`src/hw/rtl/assert_macros.svh`:
```
// Assertion macros for the RTL files; included by utf16_stream_decoder.
// Each macro expects clk and arst_n in the scope where it is used.
`ifndef ASSERT_MACROS_SVH
`define ASSERT_MACROS_SVH

// Condition that must hold at every clock edge outside reset.
`define ASSERT_ALWAYS(lbl, expr, msg) \
	lbl: assert property (@(posedge clk) disable iff (!arst_n) (expr)) else $error(msg);

// Consequent must hold in the same cycle as the antecedent.
`define ASSERT_IMPLIES(lbl, ante, cons, msg) \
	lbl: assert property (@(posedge clk) disable iff (!arst_n) (ante) |-> (cons)) \
		else $error(msg);

// Consequent must hold in the cycle after the antecedent.
`define ASSERT_NEXT(lbl, ante, cons, msg) \
	lbl: assert property (@(posedge clk) disable iff (!arst_n) (ante) |=> (cons)) \
		else $error(msg);

`endif

```
`src/hw/rtl/utf16d_pkg.sv`:
```
// Shared types and constants of the UTF-16 stream decoder.
// No dependencies; used by every module of the decoder.
package utf16d_pkg;

	// Result kinds.
	localparam logic KIND_VALUE  = 1'b0;
	localparam logic KIND_STATUS = 1'b1;

	// Error codes, ordered by severity.
	localparam logic [1:0] ERR_NONE    = 2'd0;
	localparam logic [1:0] ERR_UNTRANS = 2'd2;
	localparam logic [1:0] ERR_INVALID = 2'd3;

	// Configuration register indexes.
	localparam logic [1:0] REG_OUTPUT_FORMAT = 2'd0;
	localparam logic [1:0] REG_EMIT_BOM      = 2'd1;
	localparam logic [1:0] REG_ABORT_LEVEL   = 2'd2;

	// Upper six bits that tag high and low surrogates.
	localparam logic [5:0] HIGH_SURR_TAG = 6'b110110;
	localparam logic [5:0] LOW_SURR_TAG  = 6'b110111;

	// Special output values and the supplementary plane offset.
	localparam logic [20:0] BOM_VALUE   = 21'h00FEFF;
	localparam logic [20:0] REPL_VALUE  = 21'h00FFFD;
	localparam logic [20:0] SUPP_OFFSET = 21'h010000;

	// Most results one word can cause.
	localparam int unsigned MAX_RES = 3;

	typedef struct packed {
		logic        output_format;
		logic        emit_bom;
		logic [1:0]  abort_level;
	} cfg_t;

	typedef struct packed {
		logic        kind;
		logic [20:0] char_value;
		logic [1:0]  worst_status;
		logic        aborted;
	} res_t;

	// All results caused by one input word.
	typedef struct packed {
		res_t [MAX_RES-1:0] res;
		logic [1:0]         cnt;
	} bundle_t;

	function automatic res_t mk_value(input logic [20:0] v);
		res_t r;
		r.kind         = KIND_VALUE;
		r.char_value   = v;
		r.worst_status = ERR_NONE;
		r.aborted      = 1'b0;
		return r;
	endfunction

	function automatic res_t mk_status(input logic [1:0] ws, input logic ab);
		res_t r;
		r.kind         = KIND_STATUS;
		r.char_value   = '0;
		r.worst_status = ws;
		r.aborted      = ab;
		return r;
	endfunction

endpackage

```
`src/hw/rtl/utf16d_core.sv`:
```
// Decoder state and the single-pass decode of one input word into its results.
// Depends on utf16d_pkg.
module utf16d_core (
	input  logic               clk,
	input  logic               arst_n,
	input  utf16d_pkg::cfg_t   cfg,
	input  logic               in_fire,
	input  logic [15:0]        code_unit,
	input  logic               final_unit,
	output utf16d_pkg::bundle_t bundle
);
	import utf16d_pkg::*;

	logic [9:0] high_bits_q;
	logic       high_pending_q;
	logic       started_q;
	logic [1:0] worst_error_q;
	logic       halted_q;

	logic [9:0] high_bits_d;
	logic       high_pending_d;
	logic       started_d;
	logic [1:0] worst_error_d;
	logic       halted_d;

	logic is_high;
	logic is_low;

	assign is_high = (code_unit[15:10] == HIGH_SURR_TAG);
	assign is_low  = (code_unit[15:10] == LOW_SURR_TAG);

	// Decode the word against the held state and collect its results in order.
	always_comb begin
		logic stop;
		logic fresh;
		bundle         = '0;
		high_bits_d    = high_bits_q;
		high_pending_d = high_pending_q;
		started_d      = started_q;
		worst_error_d  = worst_error_q;
		halted_d       = halted_q;
		stop           = 1'b0;
		fresh          = 1'b1;
		if (!halted_q) begin
			// Byte order mark, if output_format and emit_bom are set, on the first word of a stream.
			if (!started_q) begin
				started_d = 1'b1;
				if (cfg.output_format && cfg.emit_bom) begin
					bundle.res[bundle.cnt] = mk_value(BOM_VALUE);
					bundle.cnt             = bundle.cnt + 2'd1;
				end
			end
			// Complete or break a held high surrogate.
			if (high_pending_q) begin
				high_pending_d = 1'b0;
				if (is_low) begin
					fresh = 1'b0;
					if (cfg.output_format) begin
						if (ERR_UNTRANS > worst_error_d)
							worst_error_d = ERR_UNTRANS;
						if (worst_error_d >= cfg.abort_level) begin
							stop = 1'b1;
						end else begin
							bundle.res[bundle.cnt] = mk_value(REPL_VALUE);
							bundle.cnt             = bundle.cnt + 2'd1;
						end
					end else begin
						bundle.res[bundle.cnt] =
							mk_value(SUPP_OFFSET + {1'b0, high_bits_q, code_unit[9:0]});
						bundle.cnt = bundle.cnt + 2'd1;
					end
				end else begin
					worst_error_d = ERR_INVALID;
					if (worst_error_d >= cfg.abort_level) begin
						stop  = 1'b1;
						fresh = 1'b0;
					end
				end
			end
			// Handle the word on its own.
			if (fresh && !stop) begin
				if (is_high) begin
					high_bits_d    = code_unit[9:0];
					high_pending_d = 1'b1;
				end else if (is_low) begin
					worst_error_d = ERR_INVALID;
					if (worst_error_d >= cfg.abort_level)
						stop = 1'b1;
				end else begin
					bundle.res[bundle.cnt] = mk_value({5'd0, code_unit});
					bundle.cnt             = bundle.cnt + 2'd1;
				end
			end
			// Abort or end-of-stream status.
			if (stop) begin
				bundle.res[bundle.cnt] = mk_status(worst_error_d, 1'b1);
				bundle.cnt             = bundle.cnt + 2'd1;
				halted_d               = 1'b1;
				high_pending_d         = 1'b0;
			end else if (final_unit) begin
				bundle.res[bundle.cnt] = mk_status(worst_error_d, 1'b0);
				bundle.cnt             = bundle.cnt + 2'd1;
				high_pending_d         = 1'b0;
				high_bits_d            = '0;
				started_d              = 1'b0;
				worst_error_d          = ERR_NONE;
			end
		end
	end

	// Stream state advances on each accepted word.
	always_ff @(posedge clk or negedge arst_n) begin
		if (!arst_n) begin
			high_bits_q    <= '0;
			high_pending_q <= 1'b0;
			started_q      <= 1'b0;
			worst_error_q  <= ERR_NONE;
			halted_q       <= 1'b0;
		end else if (in_fire) begin
			high_bits_q    <= high_bits_d;
			high_pending_q <= high_pending_d;
			started_q      <= started_d;
			worst_error_q  <= worst_error_d;
			halted_q       <= halted_d;
		end
	end

endmodule

```
`src/hw/rtl/utf16d_outq.sv`:
```
// Result register that holds one word's results and hands them out one per cycle while out_ready is high.
// Depends on utf16d_pkg.
module utf16d_outq (
	input  logic                clk,
	input  logic                arst_n,
	input  logic                in_fire,
	input  utf16d_pkg::bundle_t bundle,
	output logic                load_ok,
	output logic                out_valid,
	input  logic                out_ready,
	output utf16d_pkg::res_t    res,
	output logic                last_res
);
	import utf16d_pkg::*;

	res_t [MAX_RES-1:0] res_s1;
	logic [1:0]         cnt_s1;
	logic [1:0]         idx_q;
	logic               take;

	assign out_valid = (cnt_s1 != 2'd0);
	assign res       = res_s1[idx_q];
	assign last_res  = (idx_q == cnt_s1 - 2'd1);
	assign take      = out_valid && out_ready;
	// A new word may enter when the register is empty or its final result leaves now.
	assign load_ok   = !out_valid || (take && last_res);

	// Payload of the held results.
	always_ff @(posedge clk) begin
		if (in_fire)
			res_s1 <= bundle.res;
	end

	// Count and position of the held results.
	always_ff @(posedge clk or negedge arst_n) begin
		if (!arst_n) begin
			cnt_s1 <= 2'd0;
			idx_q  <= 2'd0;
		end else if (in_fire) begin
			cnt_s1 <= bundle.cnt;
			idx_q  <= 2'd0;
		end else if (take) begin
			if (last_res) begin
				cnt_s1 <= 2'd0;
				idx_q  <= 2'd0;
			end else begin
				idx_q <= idx_q + 2'd1;
			end
		end
	end

endmodule

```
`src/hw/rtl/utf16_stream_decoder.sv`:
```
// Top level of the UTF-16 stream decoder: configuration registers and wiring.
// Depends on utf16d_pkg, utf16d_core, utf16d_outq and assert_macros.svh.
//
//   channel | signals                                    | direction
//   --------+--------------------------------------------+----------
//   in      | in_valid/in_ready, code_unit, final_unit   | sink
//   out     | out_valid/out_ready, kind, char_value,     | source
//           | worst_status, aborted, end_of_run          |
//   cfg     | cfg_valid/cfg_ready, cfg_index, cfg_data   | sink
//
// A word is decoded in the cycle it is accepted and its results (zero to three)
// sit in one result register, shown one per cycle while out_ready is high, from the next cycle on.
// A word that causes at most one result sustains one word per cycle while out_ready is high;
// a word with more results holds the input until the single output port has taken them all.
// Reset clears stream state and the result count and sets the configuration to its defaults.
// Any held result keeps the input off; the next word enters at the edge where the
// last held result is taken, so a stalled output stalls the input.
`include "assert_macros.svh"

module utf16_stream_decoder (
	input  logic        clk,
	input  logic        arst_n,
	input  logic        in_valid,
	output logic        in_ready,
	input  logic [15:0] code_unit,
	input  logic        final_unit,
	output logic        out_valid,
	input  logic        out_ready,
	output logic        kind,
	output logic [20:0] char_value,
	output logic [1:0]  worst_status,
	output logic        aborted,
	output logic        end_of_run,
	input  logic        cfg_valid,
	output logic        cfg_ready,
	input  logic [1:0]  cfg_index,
	input  logic [1:0]  cfg_data
);
	import utf16d_pkg::*;

	cfg_t    cfg_q;
	bundle_t bundle;
	res_t    res;
	logic    in_fire;
	logic    last_res;

	assign cfg_ready = 1'b1;
	assign in_fire   = in_valid && in_ready;

	// Configuration registers; writes to unknown indexes are ignored.
	always_ff @(posedge clk or negedge arst_n) begin
		if (!arst_n) begin
			cfg_q.output_format <= 1'b0;
			cfg_q.emit_bom      <= 1'b0;
			cfg_q.abort_level   <= ERR_INVALID;
		end else if (cfg_valid && cfg_ready) begin
			case (cfg_index)
				REG_OUTPUT_FORMAT: cfg_q.output_format <= cfg_data[0];
				REG_EMIT_BOM:      cfg_q.emit_bom      <= cfg_data[0];
				REG_ABORT_LEVEL:   cfg_q.abort_level   <= cfg_data;
				default: ;
			endcase
		end
	end

	utf16d_core u_core (
		.clk        (clk),
		.arst_n     (arst_n),
		.cfg        (cfg_q),
		.in_fire    (in_fire),
		.code_unit  (code_unit),
		.final_unit (final_unit),
		.bundle     (bundle)
	);

	utf16d_outq u_outq (
		.clk       (clk),
		.arst_n    (arst_n),
		.in_fire   (in_fire),
		.bundle    (bundle),
		.load_ok   (in_ready),
		.out_valid (out_valid),
		.out_ready (out_ready),
		.res       (res),
		.last_res  (last_res)
	);

	// Result word fields.
	assign kind         = res.kind;
	assign char_value   = res.char_value;
	assign worst_status = res.worst_status;
	assign aborted      = res.aborted;
	assign end_of_run   = last_res;

	// A status word always closes the results of its input word.
	`ASSERT_IMPLIES(a_status_last, out_valid && kind == KIND_STATUS, end_of_run, "status word not last")
	// No new word enters while earlier results of a word are still queued.
	`ASSERT_IMPLIES(a_no_overrun, out_valid && !end_of_run, !in_ready, "input accepted over pending results")
	// Value words carry no status.
	`ASSERT_IMPLIES(a_value_clean, out_valid && kind == KIND_VALUE, worst_status == ERR_NONE && !aborted, "value word with status bits")
	// After an abort is delivered, the decoder stays silent.
	`ASSERT_NEXT(a_halt_silent, out_valid && out_ready && aborted, !out_valid, "output after abort")

endmodule
```
`config.mk`:
```
export PLATFORM = sky130hd
export DESIGN_NAME = utf16_stream_decoder
export DESIGN_NICKNAME = d
export VERILOG_FILES = /design/src/hw/rtl/utf16d_pkg.sv /design/src/hw/rtl/utf16d_core.sv /design/src/hw/rtl/utf16d_outq.sv /design/src/hw/rtl/utf16_stream_decoder.sv
export VERILOG_INCLUDE_DIRS = /design/src /design/src/hw/rtl
export SDC_FILE = /design/constraint.sdc
export NUM_CORES = 1
export LEC_CHECK = 0
export BUFFER_PORTS_ARGS = -buffer_cell sky130_fd_sc_hd__buf_2
export CAP_MARGIN = 20
export CELL_PAD_IN_SITES_DETAIL_PLACEMENT = 1
export CELL_PAD_IN_SITES_GLOBAL_PLACEMENT = 1
export CORE_MARGIN = 4
export CORE_UTILIZATION = 48
export CTS_BUF_LIST = sky130_fd_sc_hd__clkbuf_8
export DETAILED_ROUTE_END_ITERATION = 10
export PLACE_DENSITY = 0.82
export SYNTH_ARGS = -nofsm -noshare
export SYNTH_HDL_FRONTEND = slang
export SYNTH_SLANG_ARGS = --single-unit
```
`constraint.sdc`:
```
create_clock -name clk -period 5.3 [get_ports clk]
set_input_delay 0.53 -clock clk [delete_from_list [all_inputs] [get_ports clk]]
set_output_delay 0.53 -clock clk [all_outputs]
set_load 0.01 [all_outputs]
```
==> results.txt <==
fmax -> 255.9 MHz
post-synthesis sequential area ratio -> 54.80%
multi-input logic area -> 2051 sq um
Unique masters post-synth -> 60
worst clock skew -> 8.300 ps
Synth area leaders -> edfxtp_1 43%, dfrtp_1 11%, mux2i_1 5.1%, a21oi_1 4.5%, nand2_1 3.7%
Pwr Total -> 1.554 mW
delay-heaviest family, CP -> compound AO/OA/AOI/OAI gates
worst slack at placement -> 1458 ps
cts-stage hold buffer count -> 0
number of global-route vias before repair -> 3969
crit path kind -> reg -> reg
Via density -> 5.765
Reg clk slew, reported paths -> 90 ps
Static Leak -> 2.079 nW
top cell type's share of synthesized area -> 42.98%
reported max-cap violation count -> 0
Skew-Pair Late Insertion Delay -> 370 ps
Reg2Reg Setup Slack -> 1390 ps
DRC viols -> 0
status -> completed
DP HPWL -> 8.922 mm
setup violators final -> 0
Gate Count Post-Synth -> 453
mapped cell area -> 4891 sq um
CTS tree -> built
Yosys reg bits -> 93
most frequent cells in the layout -> 70 x edfxtp_1, 53 x buf_2, 48 x nand2_1, 44 x a21oi_1, 44 x nor2_1
worst rel slew slack -> 42.18%
RR Endpoint -> u_outq.res_s1[34]
row count -> 36
design area -> 5528 sq um
Critical Path RT -> 5430 ps
EDFF count, synth -> 70
worst-margin pin slew -> 861.5 ps
Starting DRT DRC Count -> 272
storage element area -> 2680 sq um
Synth Warn # -> 0
Pre-antenna DRT Iters -> 4
Root Buffer -> clkbuf_8
Top FF cell, synth -> edfxtp_1
DR WL/cell -> 19.93 microns
clk buf depth -> 2
Worst setup EP type -> flop
antenna violations before repair -> 0
IO Port Bufs -> 53
Core ar. -> 9864 sq um
commonest non-fill, non-tap cell in the layout -> edfxtp_1
Hold Fails Final Rpt -> 0
Routed WL -> 12.82 mm
post-route ant nets -> 0
Post-synth ARST share -> 24.73%
post-cts resize count -> 0
post-route clock period utilization -> 73.73%
DP Area -> 5289 sq um
crit path DAT -> 4040 ps
share of cells above drive strength 1 -> 18.82%
post-route setup slack -> 1393 ps
Synth area leader -> edfxtp_1
Avg Inst Size Synth -> 10.80 sq um
I/O Pins -> 55
slowest stage delay, CP -> 720 ps
P per Cell Area -> 281.2 nW/um^2
die width -> 108.9 microns
sum of buffers and inverters on the critical path -> 4
Hold Crit Class -> in -> async
post-route insts no fill -> 643
Overflow after GRT -> 0
R2R cell count -> 16
filler instances -> 1113
post-layout util -> 56.04%
Die ar. -> 11870 sq um
Setup Total Neg Slack -> 0 ps
Area Overhead vs Synth -> 13.02%
GRT Util Overall -> 23.15%
fin nets -> 544
CTS Buf Count -> 9
clock sinks -> 93
crit path launch type -> flop
Final Max Slew Viols -> 0
Die Height -> 108.9 microns
first-pass GRT wire length -> 20.69 mm
worst hold slack -> 151.3 ps
# H-tree levels -> 3
worst-path cell chain -> nand2_1 > ha_1 > nand2b_1 > a21o_1 > inv_1 > ha_1 > nand2_1 > nor2_1 > buf_4 > inv_1 > ha_1 > a211oi_2 > a41o_4 > o31ai_2 > buf_6 > nor2_1
total setup buffers inserted after CTS -> 0
Antenna diodes -> 0
final worst path period need -> 3907 ps
R2R Path Start -> u_core.worst_error_q[0]
Top cell by count, worst path -> ha_1
Starting Density -> 49.58%
routability congestion estimate from global placement -> 0.8722
Worst path slowest cell -> o31ai_2
vias -> 3707
Critical Path Fanout Max -> 17
IR drop worst, VDD -> 0.1288 mV
placed cells -> 627
RSZ-0062 raised after global routing -> false
largest net degree at the start of global routing -> 48
[how the worst max path moves through the flow]
| stage | start | to | cells after the start |
|---|---|---|---|
| after floorplan | cfg_q[0] | u_outq.res_s1[57] | 17 |
| after global placement | cfg_q[0] | u_outq.res_s1[34] | 14 |
| after detailed placement | cfg_q[0] | u_outq.res_s1[34] | 15 |
| after CTS | cfg_q[0] | u_outq.res_s1[53] | 16 |
| after global routing | u_core.worst_error_q[0] | u_outq.res_s1[34] | 16 |
| final | u_core.worst_error_q[0] | u_outq.res_s1[34] | 16 |
[sequential cells by signal, indices dropped and copies added, names as in the netlist]
signal                 cells
u_outq.idx_q               2
u_outq.cnt_s1              2
u_core.started_q           1
cfg_q                      4
u_core.worst_error_q       2
u_core.halted_q            1
u_core.high_pending_q      1
u_outq.res_s1             70
u_core.high_bits_q        10
[cells in the mapped netlist (all sizes together) (5+ instances only)]
cell type,n
a21oi,44
dfrtp,21
nand3,5
buf,11
edfxtp,70
a22o,11
mux2i,25
nand2,48
nor3b,5
clkbuf,14
o21ai,38
nor3,8
inv,16
and2,17
nor2,46
ha,13
and3,6
[cell type report]
class / instances / area share (%)
inverter: 16 / 1.132
tap: 133 / 3.010
sequential: 93 / 48.48
multi-input combinational: 324 / 37.10
clock buffer: 9 / 2.241
timing repair buffer: 61 / 5.953
clock inverter: 7 / 2.082
[metal layers]
metal | track usage (%) | share of wire (%)
met5 | 0 | 0
met4 | 9.648 | 1.7
met3 | 2.842 | 4.3
met2 | 40.04 | 52
met1 | 29.32 | 42
[logic make-up after synthesis]
logic type | synth area share, %
AOI/OAI and AO/OA | 15.55
and+or+nand+nor | 15.81
DFF | 54.80
muxes | 5.807
xor gates and xnor gates | 0.8953
adders and majority gates | 3.326
buffers and inverters | 3.658
other | 0.1535
[where the power goes]
group	switching (mW)	internal (mW)	total [mW]
registers	0.0141	0.817	0.832
clock network	0.261	0.312	0.572
logic	0.0996	0.0508	0.150
No activity file was read; power rests on OpenSTA's default activity.
